### src/rtl/core/ctuc_pkg.sv
// Shared constants and types for the counter tick / microsecond converter.
`timescale 1ns / 1ps
`default_nettype none
package ctuc_pkg;
   localparam int AMOUNT_W   = 64;
   localparam int FREQ_W     = 34;
   localparam int HALF_W     = AMOUNT_W / 2;
   localparam int PART_W     = HALF_W + FREQ_W;
   localparam int PROD_W     = AMOUNT_W + FREQ_W;
   localparam int CELL_COUNT = AMOUNT_W;

   localparam logic [FREQ_W-1:0] US_PER_SECOND = FREQ_W'(64'd1000000);
   localparam logic [FREQ_W-1:0] FREQ_MIN_HZ   = FREQ_W'(64'd1000000);
   localparam logic [FREQ_W-1:0] FREQ_MAX_HZ   = FREQ_W'(64'd10000000000);

   localparam logic KIND_US_TO_TICKS = 1'b0;
   localparam logic KIND_TICKS_TO_US = 1'b1;

   localparam logic STATUS_OK       = 1'b0;
   localparam logic STATUS_OVERFLOW = 1'b1;

   // One item on its way through the divider row. w holds the remaining low
   // dividend bits at the top and the quotient bits collected at the bottom.
   typedef struct packed {
      logic                valid;
      logic                kind;
      logic                ovf;
      logic [FREQ_W-1:0]   d;
      logic [FREQ_W-1:0]   r;
      logic [AMOUNT_W-1:0] w;
   } ctuc_cell_type;
endpackage
`default_nettype wire

### src/rtl/core/ctuc_round.sv
// Round-up for microseconds to ticks and final overflow folding.
`timescale 1ns / 1ps
`default_nettype none
module ctuc_round (
   input  ctuc_pkg::ctuc_cell_type            cell_in,
   output logic [ctuc_pkg::AMOUNT_W-1:0]      converted,
   output logic                               status
);
   import ctuc_pkg::*;

   logic round_up;
   logic round_ovf;

   assign round_up  = (cell_in.kind == KIND_US_TO_TICKS) && (cell_in.r != '0);
   // rounding past all-ones is an overflow too
   assign round_ovf = round_up && (&cell_in.w);
   assign status    = (cell_in.ovf || round_ovf) ? STATUS_OVERFLOW : STATUS_OK;
   assign converted = (status == STATUS_OVERFLOW) ? '0 :
                      round_up ? cell_in.w + AMOUNT_W'(1) : cell_in.w;
endmodule
`default_nettype wire

### config.mk
export PLATFORM = sky130hd
export DESIGN_NAME = ctuc_round
export DESIGN_NICKNAME = d
export VERILOG_FILES = /design/src/rtl/core/ctuc_pkg.sv /design/src/rtl/core/ctuc_round.sv
export SDC_FILE = /design/constraint.sdc
export NUM_CORES = 1
export LEC_CHECK = 0
export ABC_AREA = 1
export BUFFER_PORTS_ARGS = -buffer_cell sky130_fd_sc_hd__buf_2
export CELL_PAD_IN_SITES_DETAIL_PLACEMENT = 2
export CELL_PAD_IN_SITES_GLOBAL_PLACEMENT = 2
export CORE_MARGIN = 2
export CORE_UTILIZATION = 16
export DETAILED_ROUTE_END_ITERATION = 12
export PLACE_DENSITY = 0.75
export SLEW_MARGIN = 20
export SYNTH_ARGS = -nofsm -noshare
export SYNTH_HDL_FRONTEND = slang
export SYNTH_SLANG_ARGS = --single-unit
### constraint.sdc
create_clock -name vclk -period 1.38
set_input_delay 0.138 -clock vclk [all_inputs]
set_output_delay 0.138 -clock vclk [all_outputs]
set_load 0.01 [all_outputs]
==> impl_metrics.json <==
{
  "power.density_mw_per_mm2": 254,
  "hold_path.class": "in -> out",
  "nFillCells": 2223,
  "drive_gt1_frac": 0.625,
  "power.total_mw": 2.04,
  "antenna_found_initial": 2,
  "ir_worst_vdd_mv": 0.135,
  "final_antenna_net_count": 0,
  "cpPeakStageDelay_ps": 200,
  "synth_nets": 841,
  "dp_hpwl_um": 17700,
  "dieArea_mm2": 0.0205,
  "fmax_mhz": 501,
  "status": "complete, but fails checks",
  "synth_top_area_cell": "nand2_1",
  "cp-start-kind": "primary input",
  "max_slew.worst_pin.slew_ps": 501,
  "setup_viol": 65,
  "synthesis.area_mm2": 0.00309,
  "synth_cells": 705,
  "wl_per_cell_um": 26.4,
  "grt_pass1_vias": 7108,
  "finish.net_count": 1192,
  "dieWidth_um": 143,
  "grt_pass1_wl_um": 42100,
  "synth_top_area_share": 0.357,
  "final_area_mm2": 0.00801,
  "cellLeakagePower_nw": 3.72,
  "tns_ps": -37270,
  "seq_area_um2": 0,
  "vias": 6593,
  "drt_wl_total_um": 34800,
  "slew_headroom": 0.662,
  "timing.critical_path.cells": "buf_2 > nor2_1 > nand2_1 > nor2_2 > nand3_2 > nor2_4 > nor2_4 > buf_16 > nand3_1 > nand2_1 > nor2_4 > buf_6",
  "slowest_stage": "buf_16",
  "synth_area_per_cell_um2": 4.39,
  "endpoint_kind": "output port",
  "start_util": 0.164,
  "crit_required_ps": 1240,
  "fin_crit_ps": 2000,
  "p_int_mw": 0.897,
  "initialDrtViolationCount": 538,
  "pin_count": 200,
  "synth_most_common_cell": "nand2_1",
  "grt_usage": 0.266,
  "combPwrFrac": 1.000,
  "setup_ws_ps": -616,
  "violations": "negative setup slack",
  "grt_overflow": 0,
  "hold_viol_final": 0,
  "multiInputGateArea_mm2": 0.00425,
  "seq_cells": 0,
  "cp.arrival_ps": 1860,
  "drcViolationCount": 0,
  "ys_seq_area_frac": 0,
  "drtPass1Iterations": 5,
  "ys_warn_count": 0,
  "syn_to_final_growth_pct": 159,
  "preCtsSetupSlack_ps": -769,
  "dp_cells": 1266,
  "core_area_mm2": 0.0188,
  "maxCapViolCount": 0,
  "synth_commonest_cells": "nand2_1, nor2_1, inv_1, nand3_1, a21oi_1",
  "final.period_utilization": 1.45,
  "path_class": "in -> out",
  "p_switching_mw": 1.14,
  "maxSlewViolCount": 0,
  "p_seq_frac": 0,
  "rows": 50,
  "p_clk_frac": 0,
  "routed_via_density": 5.01,
  "placed_area_mm2": 0.00557,
  "clkbuf_count": 0,
  "rsz0062_at_grt": "true",
  "fin_cells": 1316,
  "synth_area_leaders": "nand2_1, nor2_1, nand3_1",
  "grt_max_degree": 86,
  "die_h_um": 143,
  "crit_top_cell": "nor2_4",
  "swShare": 0.560,
  "io_buffer_count": 165,
  "yosysUniqueCellTypes": 28,
  "critical_path.max_fanout": 85,
  "gp_congestion": 0.846
}
worst paths after layout:
path	startpoint	to	slack, ps	cells past startpoint
worst min-delay path	cell_in[63]	converted[63]	670	5
worst max-delay path	cell_in[97]	converted[41]	-620	12
metrics by stage:
stage / hold slack [ps] / util
2_1_floorplan: 402 / -
3_3_place_gp: 655 / 0.296
3_5_place_dp: 658 / 0.296
4_1_cts: 663 / 0.361
5_1_grt: 696 / 0.425
6_report: 669 / 0.425
power by group through the flow:
stage / registers (mW) / clock network [mW] / logic (mW)
after floorplan: 0 / 0 / 0.550
after global placement: 0 / 0 / 1.20
after detailed placement: 0 / 0 / 1.25
after CTS: 0 / 0 / 1.55
after global routing: 0 / 0.0000000970 / 2.12
final: 0 / 0.000000195 / 2.04
critical path, delay by kind of cell:
family	cells	cell delay, ps
buf+inv	3	410
simple gates	9	1230
final cells by class:
type / count / share of cell area
antenna: 2 / 0.000625
inverter: 73 / 0.0348
multi-input combinational: 612 / 0.530
tap: 260 / 0.0406
timing repair buffer: 369 / 0.394
cells by family after synthesis:
logic type / share of synthesized area
buf+inv: 0.136
xor+xnor: 0.0566
fa+ha+maj: 0.00404
simple gates: 0.756
compound gates: 0.0477
per-layer routing:
| metal | GRT usage | vias to the layer above | part of all wire |
|---|---|---|---|
| li1 | - | 2865 | - |
| met1 | 0.328 | 3274 | 0.39 |
| met2 | 0.487 | 327 | 0.50 |
| met3 | 0.0215 | 127 | 0.053 |
| met4 | 0.0797 | 0 | 0.051 |
| met5 | 0 | - | 0 |
layout by cell type, fill, tap and decap left out, types with 9 or more instances in the layout:
master     n
buf_12     9
buf_6     78
nand3_1   52
buf_2     78
inv_1     66
nand2_1  200
buf_4    184
nor2_2    40
nand2_2   63
nor2_4    98
a21oi_4   16
xnor2_1   12
nor2_1    38
nand2_4   35
repair_timing:
| action | in CTS | in global routing |
|---|---|---|
| pin swaps | 45 | 89 |
| gates cloned | 5 | 2 |
| setup buffers | 33 | 15 |
| hold endpoints to repair | 0 | 0 |
| hold buffers | 0 | 0 |
| endpoints found under the setup margin | 65 | 65 |
| resized for setup | 225 | 276 |
Power figures use the tool's default switching activity.
