File: config.mk
export PLATFORM = sky130hd
export DESIGN_NAME = ctuc_cell
export DESIGN_NICKNAME = d
export VERILOG_FILES = /design/src/rtl/core/ctuc_pkg.sv /design/src/rtl/core/ctuc_cell.sv
export SDC_FILE = /design/constraint.sdc
export NUM_CORES = 1
export LEC_CHECK = 0
export ABC_AREA = 1
export BUFFER_PORTS_ARGS = -buffer_cell sky130_fd_sc_hd__clkbuf_2
export CORE_ASPECT_RATIO = 1.5
export CORE_MARGIN = 1
export CORE_UTILIZATION = 54
export CTS_CLUSTER_SIZE = 16
export DETAILED_ROUTE_END_ITERATION = 10
export HOLD_SLACK_MARGIN = 0.05
export PLACE_DENSITY = 0.95
export SYNTH_ARGS = -nofsm -noshare
export SYNTH_HDL_FRONTEND = slang
export SYNTH_SLANG_ARGS = --single-unit
File: constraint.sdc
create_clock -name clock -period 16.2 [get_ports clock]
set_input_delay 1.62 -clock clock [delete_from_list [all_inputs] [get_ports clock]]
set_output_delay 1.62 -clock clock [all_outputs]
set_load 0.005 [all_outputs]
File: src/rtl/core/ctuc_pkg.sv
// Shared constants and types for the counter tick / microsecond converter.
`timescale 1ns / 1ps
`default_nettype none
package ctuc_pkg;
   localparam int AMOUNT_W   = 64;
   localparam int FREQ_W     = 34;
   localparam int HALF_W     = AMOUNT_W / 2;
   localparam int PART_W     = HALF_W + FREQ_W;
   localparam int PROD_W     = AMOUNT_W + FREQ_W;
   localparam int CELL_COUNT = AMOUNT_W;

   localparam logic [FREQ_W-1:0] US_PER_SECOND = FREQ_W'(64'd1000000);
   localparam logic [FREQ_W-1:0] FREQ_MIN_HZ   = FREQ_W'(64'd1000000);
   localparam logic [FREQ_W-1:0] FREQ_MAX_HZ   = FREQ_W'(64'd10000000000);

   localparam logic KIND_US_TO_TICKS = 1'b0;
   localparam logic KIND_TICKS_TO_US = 1'b1;

   localparam logic STATUS_OK       = 1'b0;
   localparam logic STATUS_OVERFLOW = 1'b1;

   // One item on its way through the divider row. w holds the remaining low
   // dividend bits at the top and the quotient bits collected at the bottom.
   typedef struct packed {
      logic                valid;
      logic                kind;
      logic                ovf;
      logic [FREQ_W-1:0]   d;
      logic [FREQ_W-1:0]   r;
      logic [AMOUNT_W-1:0] w;
   } ctuc_cell_type;
endpackage
`default_nettype wire

File: src/rtl/core/ctuc_cell.sv
// One restoring-division step: shift in a dividend bit, subtract if it fits.
`timescale 1ns / 1ps
`default_nettype none
module ctuc_cell (
   input  wire logic               clock,
   input  wire logic               reset,
   input  wire logic               en,
   input  ctuc_pkg::ctuc_cell_type cell_in,
   output ctuc_pkg::ctuc_cell_type cell_out
);
   import ctuc_pkg::*;

   logic [FREQ_W:0] trial, diff;
   logic            ge;
   ctuc_cell_type   cell_ff, cell_nx;

   assign trial = {cell_in.r, cell_in.w[AMOUNT_W-1]};
   assign diff  = trial - {1'b0, cell_in.d};
   assign ge    = trial >= {1'b0, cell_in.d};

   always_comb begin
      cell_nx   = cell_in;
      cell_nx.r = ge ? diff[FREQ_W-1:0] : trial[FREQ_W-1:0];
      cell_nx.w = {cell_in.w[AMOUNT_W-2:0], ge};
   end

   always_ff @(posedge clock) begin
      if (reset) begin
         cell_ff.valid <= 1'b0;
      end else if (en) begin
         cell_ff <= cell_nx;
      end
   end

   assign cell_out = cell_ff;
endmodule
`default_nettype wire

==> out/summary.log, run 1 <==
qor: status.status finished, final reports clean
qor: critical_path.slowest_stage sky130_fd_sc_hd__ha_1
qor: sta.max_freq 0.2801 GHz
qor: cells_and_area.design_area 9269 um2
qor: sta.finalSetupViolCount 0
qor: synthesis.mappedNetlistArea 7154 um2
qor: clocking.tritoncts done
qor: sta.finalSetupTns 0 ns
qor: cells_and_area.largest_register_ff_count 135
qor: synthesis.synth.net_count 954
qor: clocking.ctsHtreeMaxLevel 4
qor: route.detail_route.iter0.violations 390
qor: synthesis.netlist_instances 781
qor: cells_and_area.final.fill_count 990
qor: route.drcViolationCount 0
qor: clocking.clk_pin_slew 0.06 ns
qor: clocking.clkLatencyLatePin 0.41 ns
qor: power.comb_power_share 17.9%
qor: cells_and_area.num_antenna_cells 0
qor: floorplanning.die_area 13720 um2
qor: route.detailedRoute.firstPassIterationCount 5
qor: grt.number_of_global_route_vias_before_repair 6185
qor: worst_hold_path.cells_on_worst_hold_path 2
qor: sta.final_critical_path_setup_slack 12.63 ns
qor: floorplanning.rows 51
qor: critical_path.slowest_delay 0.35 ns
qor: route.detail-route-antenna-nets 0
qor: synthesis.synth-seq-area-share 56.52%
qor: worst_hold_path.type_of_the_most_critical_hold_path reg -> reg
qor: critical_path.reg2reg_depth 2
qor: floorplanning.floorplan.initialDensity 55.23%
qor: power.clockPowerShare 39.1%
qor: placed_design.placement.setup.worst_slack 12.23 ns
qor: placed_design.finalWeightedCongestion 0.9479
qor: synthesis.yosys_warnings 0
qor: critical_path.critical_path.max_fanout 37
qor: critical_path.endpoint_kind register
qor: grt.grt_overflow 0
qor: clocking.clockRootBuffer sky130_fd_sc_hd__clkbuf_16
qor: route.wire_per_inst 16.63 um
qor: sta.max-slew-margin-rel 37.73%
qor: placed_design.detailedPlacementHpwl 16.24 mm
qor: critical_path.cp_num_cells 12
qor: floorplanning.floorplan.io_pins 273
qor: critical_path.setup.worst_path.start cell_in[108]
qor: clocking.postCtsHoldBufs 0
qor: clocking.cts_resized 0
qor: power.switchingPower 0.2758 mW
qor: power.leakagePower 4.736 nW
qor: critical_path.reg2reg_slack 15.64 ns
qor: critical_path.sequence_of_cells_on_the_critical_path clkbuf_2 > inv_1 > ha_1 > nand2_1 > nor2_1 > nand3_1 > nor3_1 > a21oi_2 > nand2_8 > inv_4 > nand2_1 > nand2_1
qor: critical_path.timing.critical_path.arrival 3.73 ns
qor: power.sequentialPowerShare 43.0%
qor: route.routed_wl 20.61 mm
qor: placed_design.postPlaceCellArea 8681 um2
qor: critical_path.worst-setup-path-type in -> reg
qor: power.vdd_drop_max 71.87 uV
qor: cells_and_area.drive_gt1_share 30.93%
qor: cells_and_area.flow.area_growth_from_synthesis 29.56%
qor: sta.final-max-slew-violation-count 0
qor: cells_and_area.final_core_utilization 71.55%
qor: power.p_total 0.9914 mW
qor: synthesis.synth.ff_latch_count 135
qor: critical_path.critical-path-top-cell-by-count sky130_fd_sc_hd__nand2_1
qor: power.internal_power 0.7156 mW
qor: placed_design.io_buffers 272
qor: floorplanning.die_h 143.0 um
qor: cells_and_area.layout.nets 1241
qor: sta.final_period_minus_worst_setup_slack 3.570 ns
qor: critical_path.worst_ep_required_time 16.36 ns
qor: job.timing.max_cap.violations 0
qor: grt.globalRouteTotalUtil 30.13%
qor: synthesis.syn_avg_cell_area 9.161 um2
qor: floorplanning.area_of_the_placeable_core 12950 um2
qor: critical_path.worst_r2r_startpoint cell_out[134]
qor: route.viasPerCell 5.110
qor: sta.worst-slew-pin-transition 0.9341 ns
qor: critical_path.critical_path_buffer_and_inverter_count 3
qor: critical_path.critPathTopFamily simple AND/OR/NAND/NOR gates
qor: sta.post-route-period-util 22.03%
qor: clocking.tritoncts_num_sinks 135
qor: floorplanning.die_width 95.98 um
qor: grt.antenna_found_initial 0
qor: route.vias 6331
qor: sta.worst_clock_skew 0 ns
qor: power.power_switching_share 27.82%
qor: synthesis.netlist-cell-type-count 31
qor: clocking.cts_buffers 17
qor: cells_and_area.area_of_the_multi_input_gates 2556 um2
qor: grt.global_route_wire_length_before_repair 29.86 mm
qor: cells_and_area.regArea 4044 um2
qor: clocking.ctsLongestPathBuffers 2
qor: critical_path.startpoint_type primary input
qor: worst_hold_path.min_from cell_out[134]
qor: sta.final-hold-violation-count 0
qor: power.p_per_area 107.0 nW/um2
qor: sta.unrepaired_setup_endpoints_after_global_routing no
qor: grt.grt_max_degree 74
qor: clocking.cts_setup_buffers 0
==> synth_stat cells <==
master	number	area, um2
sky130_fd_sc_hd__a21oi_1	26	130.1
sky130_fd_sc_hd__a21oi_2	2	17.52
sky130_fd_sc_hd__and3_1	1	6.260
sky130_fd_sc_hd__buf_4	3	22.52
sky130_fd_sc_hd__buf_6	3	33.78
sky130_fd_sc_hd__dfxtp_1	1	20.02
sky130_fd_sc_hd__edfxtp_1	134	4024
sky130_fd_sc_hd__fa_1	1	20.02
sky130_fd_sc_hd__ha_1	34	425.4
sky130_fd_sc_hd__inv_1	123	461.7
sky130_fd_sc_hd__inv_2	10	37.54
sky130_fd_sc_hd__inv_4	1	6.260
sky130_fd_sc_hd__nand2_1	287	1077
sky130_fd_sc_hd__nand2_2	5	31.28
sky130_fd_sc_hd__nand2_4	1	11.26
sky130_fd_sc_hd__nand2_8	1	20.02
sky130_fd_sc_hd__nand3_1	36	180.2
sky130_fd_sc_hd__nand3_2	1	10.01
sky130_fd_sc_hd__nand3b_1	7	52.55
sky130_fd_sc_hd__nand4_1	3	18.77
sky130_fd_sc_hd__nor2_1	54	202.7
sky130_fd_sc_hd__nor2_2	4	25.02
sky130_fd_sc_hd__nor2_4	2	22.52
sky130_fd_sc_hd__nor3_1	6	30.03
sky130_fd_sc_hd__nor4_4	1	21.27
sky130_fd_sc_hd__o21ai_0	10	50.05
sky130_fd_sc_hd__o21ai_1	2	10.01
sky130_fd_sc_hd__o21bai_1	3	22.52
sky130_fd_sc_hd__or2_1	1	6.260
sky130_fd_sc_hd__xnor2_1	3	26.28
sky130_fd_sc_hd__xor2_1	15	131.4
==> cell families (layout without fill, tap and decap cells) <==
family | Yosys count | after routing | share of synthesized area, %
and+or+nand+nor | 410 | 410 | 23.98
adders and majority gates | 35 | 35 | 6.226
AOI/OAI and AO/OA | 43 | 43 | 3.218
DFF | 135 | 135 | 56.52
buffers and inverters | 140 | 439 | 7.852
xor gates and xnor gates | 18 | 18 | 2.204
==> power by group through the flow <==
stage	clock network, mW	registers, mW	logic, mW
after floorplan	0	0.438	0.0975
after global placement	0	0.432	0.170
after detailed placement	0	0.433	0.175
after CTS	0.392	0.426	0.177
after global routing	0.404	0.429	0.197
final	0.388	0.426	0.177
==> path summary, 6_finish.rpt <==
path                                      end
worst max register to register  cell_out[134]
worst max-delay path             cell_out[80]
worst min-delay path            cell_out[134]
worst min register to register  cell_out[134]
==> through the flow <==
| step | hold slack (ns) | cells |
|---|---|---|
| finish | 0.4627 | 1239 |
| global route | 0.5103 | 1239 |
| CTS | 0.4642 | 1239 |
| detailed placement | 0.4542 | 1208 |
| global placement | 0.4469 | 1208 |
| floorplan | 0.4491 | 781 |
==> routing by layer <==
layer	up-vias	part of all wire (%)	track usage [%]
li1	3088	-	-
met1	2880	33	28.52
met2	292	55	57.22
met3	71	6.8	6.709
met4	0	4.8	17.20
met5	-	0	0
==> worst register-to-register path, delay by kind of cell, from the launching register on <==
kind            cells  cell delay (ns)
flops               1             0.33
simple gates        1             0.05
compound gates      1             0.12
==> layout make-up <==
type	count	area share, %
Tap cell	159	2.146
Timing Repair Buffer	274	14.85
Inverter	134	5.454
Clock buffer	17	4.590
Multi-Input combinational cell	506	27.58
Sequential cell	135	43.63
Clock inverter	14	1.755
==> placed cells by master, fill, tap and decap left out, types with 2 or more instances in the layout <==
master and count:
sky130_fd_sc_hd__inv_8 2, sky130_fd_sc_hd__xnor2_1 3, sky130_fd_sc_hd__ha_1 34, sky130_fd_sc_hd__o21ai_1 2, sky130_fd_sc_hd__nor2_4 3, sky130_fd_sc_hd__o21bai_1 3
sky130_fd_sc_hd__o21ai_0 10, sky130_fd_sc_hd__nand2_2 5, sky130_fd_sc_hd__nand3_1 36, sky130_fd_sc_hd__nand4_1 3, sky130_fd_sc_hd__inv_1 123, sky130_fd_sc_hd__nand3b_1 7
sky130_fd_sc_hd__edfxtp_1 134, sky130_fd_sc_hd__nand2_1 287, sky130_fd_sc_hd__inv_2 10, sky130_fd_sc_hd__a21oi_1 26, sky130_fd_sc_hd__buf_4 2, sky130_fd_sc_hd__bufinv_16 2
sky130_fd_sc_hd__nor2_2 4, sky130_fd_sc_hd__clkbuf_2 272, sky130_fd_sc_hd__nor3_1 6, sky130_fd_sc_hd__xor2_1 15, sky130_fd_sc_hd__a21oi_2 2, sky130_fd_sc_hd__inv_6 5
sky130_fd_sc_hd__nor2_1 53, sky130_fd_sc_hd__clkbuf_16 17, sky130_fd_sc_hd__clkinvlp_4 3
Power figures use the tool's default switching activity.
==> run 2, diff against run 1 <==
--- a/config.mk
+++ b/config.mk
@@ -5,15 +5,15 @@
 export SDC_FILE = /design/constraint.sdc
 export NUM_CORES = 1
 export LEC_CHECK = 0
-export ABC_AREA = 1
+export ABC_AREA = 0
 export BUFFER_PORTS_ARGS = -buffer_cell sky130_fd_sc_hd__clkbuf_2
 export CORE_ASPECT_RATIO = 1.5
 export CORE_MARGIN = 1
-export CORE_UTILIZATION = 54
+export CORE_UTILIZATION = 49
 export CTS_CLUSTER_SIZE = 16
 export DETAILED_ROUTE_END_ITERATION = 10
 export HOLD_SLACK_MARGIN = 0.05
-export PLACE_DENSITY = 0.95
+export PLACE_DENSITY = 0.93
 export SYNTH_ARGS = -nofsm -noshare
 export SYNTH_HDL_FRONTEND = slang
 export SYNTH_SLANG_ARGS = --single-unit
==> constraint.sdc (replaced) <==
create_clock -name clock -period 3.4 [get_ports clock]
set_input_delay 0.34 -clock clock [delete_from_list [all_inputs] [get_ports clock]]
set_output_delay 0.34 -clock clock [all_outputs]
set_load 0.005 [all_outputs]
==> out/summary.log, run 2 <==
qor: cells_and_area.flow.area_growth_from_synthesis 31.53% [was 29.56%]
qor: synthesis.ys.flop_type sky130_fd_sc_hd__edfxtp_1 [unchanged]
qor: cells_and_area.largest_register_ff_count 135 [unchanged]
qor: clocking.postCtsHoldBufs 0 [unchanged]
qor: critical_path.worst-setup-path-type in -> reg [unchanged]
qor: synthesis.ys_async_sr_fraction 0% [unchanged]
qor: floorplanning.floorplan.io_pins 273 [unchanged]
qor: grt.grt_max_degree 81 [was 74]
qor: synthesis.synth_area_in_xor_xnor 3.704% [was 2.204%]
qor: sta.worst_clock_skew 0 ns [unchanged]
qor: status.status finished, final reports clean [unchanged]
qor: synthesis.synth_adder_area_share 6.728% [was 6.226%]
qor: critical_path.sequence_of_cells_on_the_critical_path clkbuf_2 > inv_1 > ha_1 > inv_1 > fa_1 > a21oi_1 > o211ai_1 > a311oi_1 > o21ai_2 > a211oi_1 > o21bai_1 > xnor2_1 > a21oi_2 [was clkbuf_2 > inv_1 > ha_1 > nand2_1 > nor2_1 > nand3_1 > nor3_1 > a21oi_2 > nand2_8 > inv_4 > nand2_1 > nand2_1]
qor: floorplanning.die_area 13990 um2 [was 13720 um2]
qor: power.vdd_drop_max 343.7 uV [was 71.87 uV]
qor: cells_and_area.final.fill_count 966 [was 990]
qor: synthesis.synth_common_cells sky130_fd_sc_hd__edfxtp_1, sky130_fd_sc_hd__inv_1, sky130_fd_sc_hd__nand2_1 [was sky130_fd_sc_hd__nand2_1, sky130_fd_sc_hd__edfxtp_1, sky130_fd_sc_hd__inv_1]
qor: placed_design.finalWeightedCongestion 0.9097 [was 0.9479]
qor: critical_path.worst_r2r_startpoint cell_out[134] [unchanged]
qor: placed_design.postPlaceCellArea 8115 um2 [was 8681 um2]
qor: critical_path.timing.critical_path.arrival 3.04 ns [was 3.73 ns]
qor: sta.finalSetupTns 0 ns [unchanged]
qor: synthesis.synth_edf_count 134 [unchanged]
qor: placed_design.placement.setup.worst_slack 0.2176 ns [was 12.23 ns]
qor: sta.final-max-slew-violation-count 0 [unchanged]
qor: sta.final_critical_path_setup_slack 0.5254 ns [was 12.63 ns]
qor: floorplanning.area_of_the_placeable_core 13080 um2 [was 12950 um2]
qor: sta.worst-slew-pin-transition 0.9653 ns [was 0.9341 ns]
qor: sta.unrepaired_setup_endpoints_after_global_routing no [unchanged]
qor: cells_and_area.layout.cells.most_common sky130_fd_sc_hd__clkbuf_2 [was sky130_fd_sc_hd__nand2_1]
qor: critical_path.slowest_stage sky130_fd_sc_hd__a311oi_1 [was sky130_fd_sc_hd__ha_1]
qor: route.detail-route-antenna-nets 0 [unchanged]
qor: cells_and_area.design_area 8707 um2 [was 9269 um2]
qor: route.detailedRoute.firstPassIterationCount 5 [unchanged]
qor: synthesis.synth_mux_area_share 0.1512% [was 0%]
qor: power.leakagePower 3.884 nW [was 4.736 nW]
qor: route.vias 5271 [was 6331]
qor: synthesis.synth_compound_gate_area_share 13.95% [was 3.218%]
qor: clocking.cts_setup_buffers 0 [unchanged]
qor: clocking.clockRootBuffer sky130_fd_sc_hd__clkbuf_16 [unchanged]
qor: placed_design.detailedPlacementHpwl 13.29 mm [was 16.24 mm]
qor: worst_hold_path.min_from cell_in[36] [was cell_out[134]]
qor: sta.post-route-period-util 84.55%
qor: route.drcViolationCount 0 [unchanged]
qor: cells_and_area.num_antenna_cells 0 [unchanged]
qor: critical_path.critPathTopFamily compound AO/OA/AOI/OAI gates [was simple AND/OR/NAND/NOR gates]
qor: synthesis.synth.net_count 700 [was 954]
qor: clocking.cts_buffers 17 [unchanged]
qor: placed_design.io_buffers 272 [unchanged]
qor: job.timing.max_cap.violations 0 [unchanged]
qor: synthesis.mappedNetlistArea 6620 um2 [was 7154 um2]
qor: synthesis.synth_top_area_share 60.78% [was 56.24%]
qor: floorplanning.die_width 96.91 um [was 95.98 um]
qor: grt.antenna_found_initial 0 [unchanged]
qor: cells_and_area.final_core_utilization 66.56% [was 71.55%]
qor: grt.number_of_global_route_vias_before_repair 5270 [was 6185]
qor: route.routed_wl 17.33 mm [was 20.61 mm]
qor: route.wire_per_inst 17.74 um [was 16.63 um]
qor: critical_path.critical-path-top-cell-by-count sky130_fd_sc_hd__inv_1 [was sky130_fd_sc_hd__nand2_1]
qor: floorplanning.floorplan.initialDensity 50.61% [was 55.23%]
qor: critical_path.reg2reg_depth 2 [unchanged]
qor: synthesis.netlist-cell-type-count 64 [was 31]
qor: clocking.tritoncts_num_sinks 135 [unchanged]
qor: synthesis.yosys_warnings 0 [unchanged]
qor: critical_path.worst_ep_required_time 3.57 ns [was 16.36 ns]
qor: clocking.tritoncts done [unchanged]
qor: worst_hold_path.cells_on_worst_hold_path 1 [was 2]
qor: critical_path.critical_path.max_fanout 6 [was 37]
qor: grt.grt_overflow 0 [unchanged]
qor: synthesis.yosys-top-cells-area sky130_fd_sc_hd__edfxtp_1, sky130_fd_sc_hd__ha_1, sky130_fd_sc_hd__inv_1 [was sky130_fd_sc_hd__edfxtp_1, sky130_fd_sc_hd__nand2_1, sky130_fd_sc_hd__inv_1]
qor: grt.globalRouteTotalUtil 24.90% [was 30.13%]
qor: floorplanning.die_h 144.4 um [was 143.0 um]
qor: clocking.ctsLongestPathBuffers 2 [unchanged]
qor: clocking.cts_resized 0 [unchanged]
qor: worst_hold_path.type_of_the_most_critical_hold_path in -> reg [was reg -> reg]
qor: cells_and_area.drive_gt1_share 42.67% [was 30.93%]
qor: power.p_per_area 538.1 nW/um2 [was 107.0 nW/um2]
qor: critical_path.endpoint_kind register [unchanged]
qor: clocking.clkLatencyLatePin 0.42 ns [was 0.41 ns]
qor: cells_and_area.layout.nets 979 [was 1241]
qor: critical_path.reg2reg_slack 2.82 ns [was 15.64 ns]
qor: synthesis.synth_area_leader_cell sky130_fd_sc_hd__edfxtp_1 [unchanged]
qor: synthesis.post_synth_and_or_nand_nor_area_fraction 9.696% [was 23.98%]
qor: synthesis.synth-seq-area-share 61.08% [was 56.52%]
qor: sta.final_period_minus_worst_setup_slack 2.875 ns
qor: clocking.ctsHtreeMaxLevel 4 [unchanged]
qor: grt.global_route_wire_length_before_repair 26.83 mm [was 29.86 mm]
qor: route.detail_route.iter0.violations 416 [was 390]
qor: clocking.clk_pin_slew 0.06 ns [about the same]
qor: cells_and_area.layout_common_cells sky130_fd_sc_hd__clkbuf_2, sky130_fd_sc_hd__edfxtp_1, sky130_fd_sc_hd__inv_1 [was sky130_fd_sc_hd__nand2_1, sky130_fd_sc_hd__clkbuf_2, sky130_fd_sc_hd__edfxtp_1]
qor: synthesis.netlist_instances 527 [was 781]
qor: floorplanning.rows 51 [unchanged]
qor: sta.max_freq 0.3479 GHz
qor: sta.finalSetupViolCount 0 [unchanged]
qor: synthesis.synth.ff_latch_count 135 [unchanged]
qor: critical_path.reg2reg_to cell_out[134] [unchanged]
qor: sta.final-hold-violation-count 0 [unchanged]
qor: critical_path.slowest_delay 0.59 ns [was 0.35 ns]
qor: worst_hold_path.worst_hold_path.endpoint cell_out[37] [was cell_out[134]]
qor: sta.max-slew-margin-rel 35.65% [was 37.73%]
qor: synthesis.syn_avg_cell_area 12.56 um2 [was 9.161 um2]
qor: critical_path.startpoint_type primary input [unchanged]
qor: route.viasPerCell 5.395 [was 5.110]
qor: synthesis.most_numerous_cell_in_the_yosys_netlist sky130_fd_sc_hd__edfxtp_1 [was sky130_fd_sc_hd__nand2_1]
qor: synthesis.synth_top_family_by_area compound AO/OA/AOI/OAI gates [was simple AND/OR/NAND/NOR gates]
qor: sta.smallest_hold_slack 0.08762 ns [was 0.4627 ns]
qor: critical_path.critical_path_buffer_and_inverter_count 3 [unchanged]
[run 2: metrics by stage]
stage,power [mW],cells
after CTS,4.701,977
after global routing,4.863,977
final,4.685,977
after global placement,2.827,946
after floorplan,2.535,527
after detailed placement,2.855,946
[run 2: cells by family (layout without fill, tap and decap cells)]
group | after synthesis | in the layout
flops | 135 | 135
simple gates | 130 | 130
mux | 1 | 1
xor+xnor | 28 | 28
buf+inv | 66 | 357
fa+ha+maj | 35 | 35
compound gates | 132 | 132
[run 2: layout make-up]
| class | instances | area [um2] | share of cell area, % |
|---|---|---|---|
| Sequential cell | 135 | 4044 | 46.44 |
| Timing Repair Buffer | 278 | 1419 | 16.30 |
| Tap cell | 159 | 198.9 | 2.285 |
| Multi-Input combinational cell | 326 | 2273 | 26.11 |
| Inverter | 48 | 180.2 | 2.069 |
| Clock buffer | 17 | 425.4 | 4.886 |
| Clock inverter | 14 | 166.4 | 1.911 |
[run 2: metal layers]
| metal | track usage, % | share of wire, % | wire length, um | vias up |
|---|---|---|---|---|
| met3 | 8.748 | 9.3 | 1607 | 56 |
| met2 | 44.55 | 52 | 9079 | 273 |
| met1 | 25.99 | 35 | 6028 | 2441 |
| met4 | 12.18 | 3.6 | 618 | 0 |
| met5 | 0 | 0 | 0 | - |
| li1 | - | - | - | 2501 |
[run 2: worst max-delay path by stage]
stage,start,endpoint,cells past startpoint
3_5_place_dp,cell_in[63],cell_out[94],13
2_1_floorplan,en,cell_out[0],1
3_3_place_gp,cell_in[63],cell_out[94],13
6_report,cell_in[63],cell_out[94],13
5_1_grt,cell_in[63],cell_out[96],13
4_1_cts,cell_in[63],cell_out[94],13
[run 2: power breakdown]
group | internal, mW | switching, mW | total, mW
sequential | 1.99 | 0.0350 | 2.03
clock | 1.10 | 0.754 | 1.85
combinational | 0.346 | 0.457 | 0.803
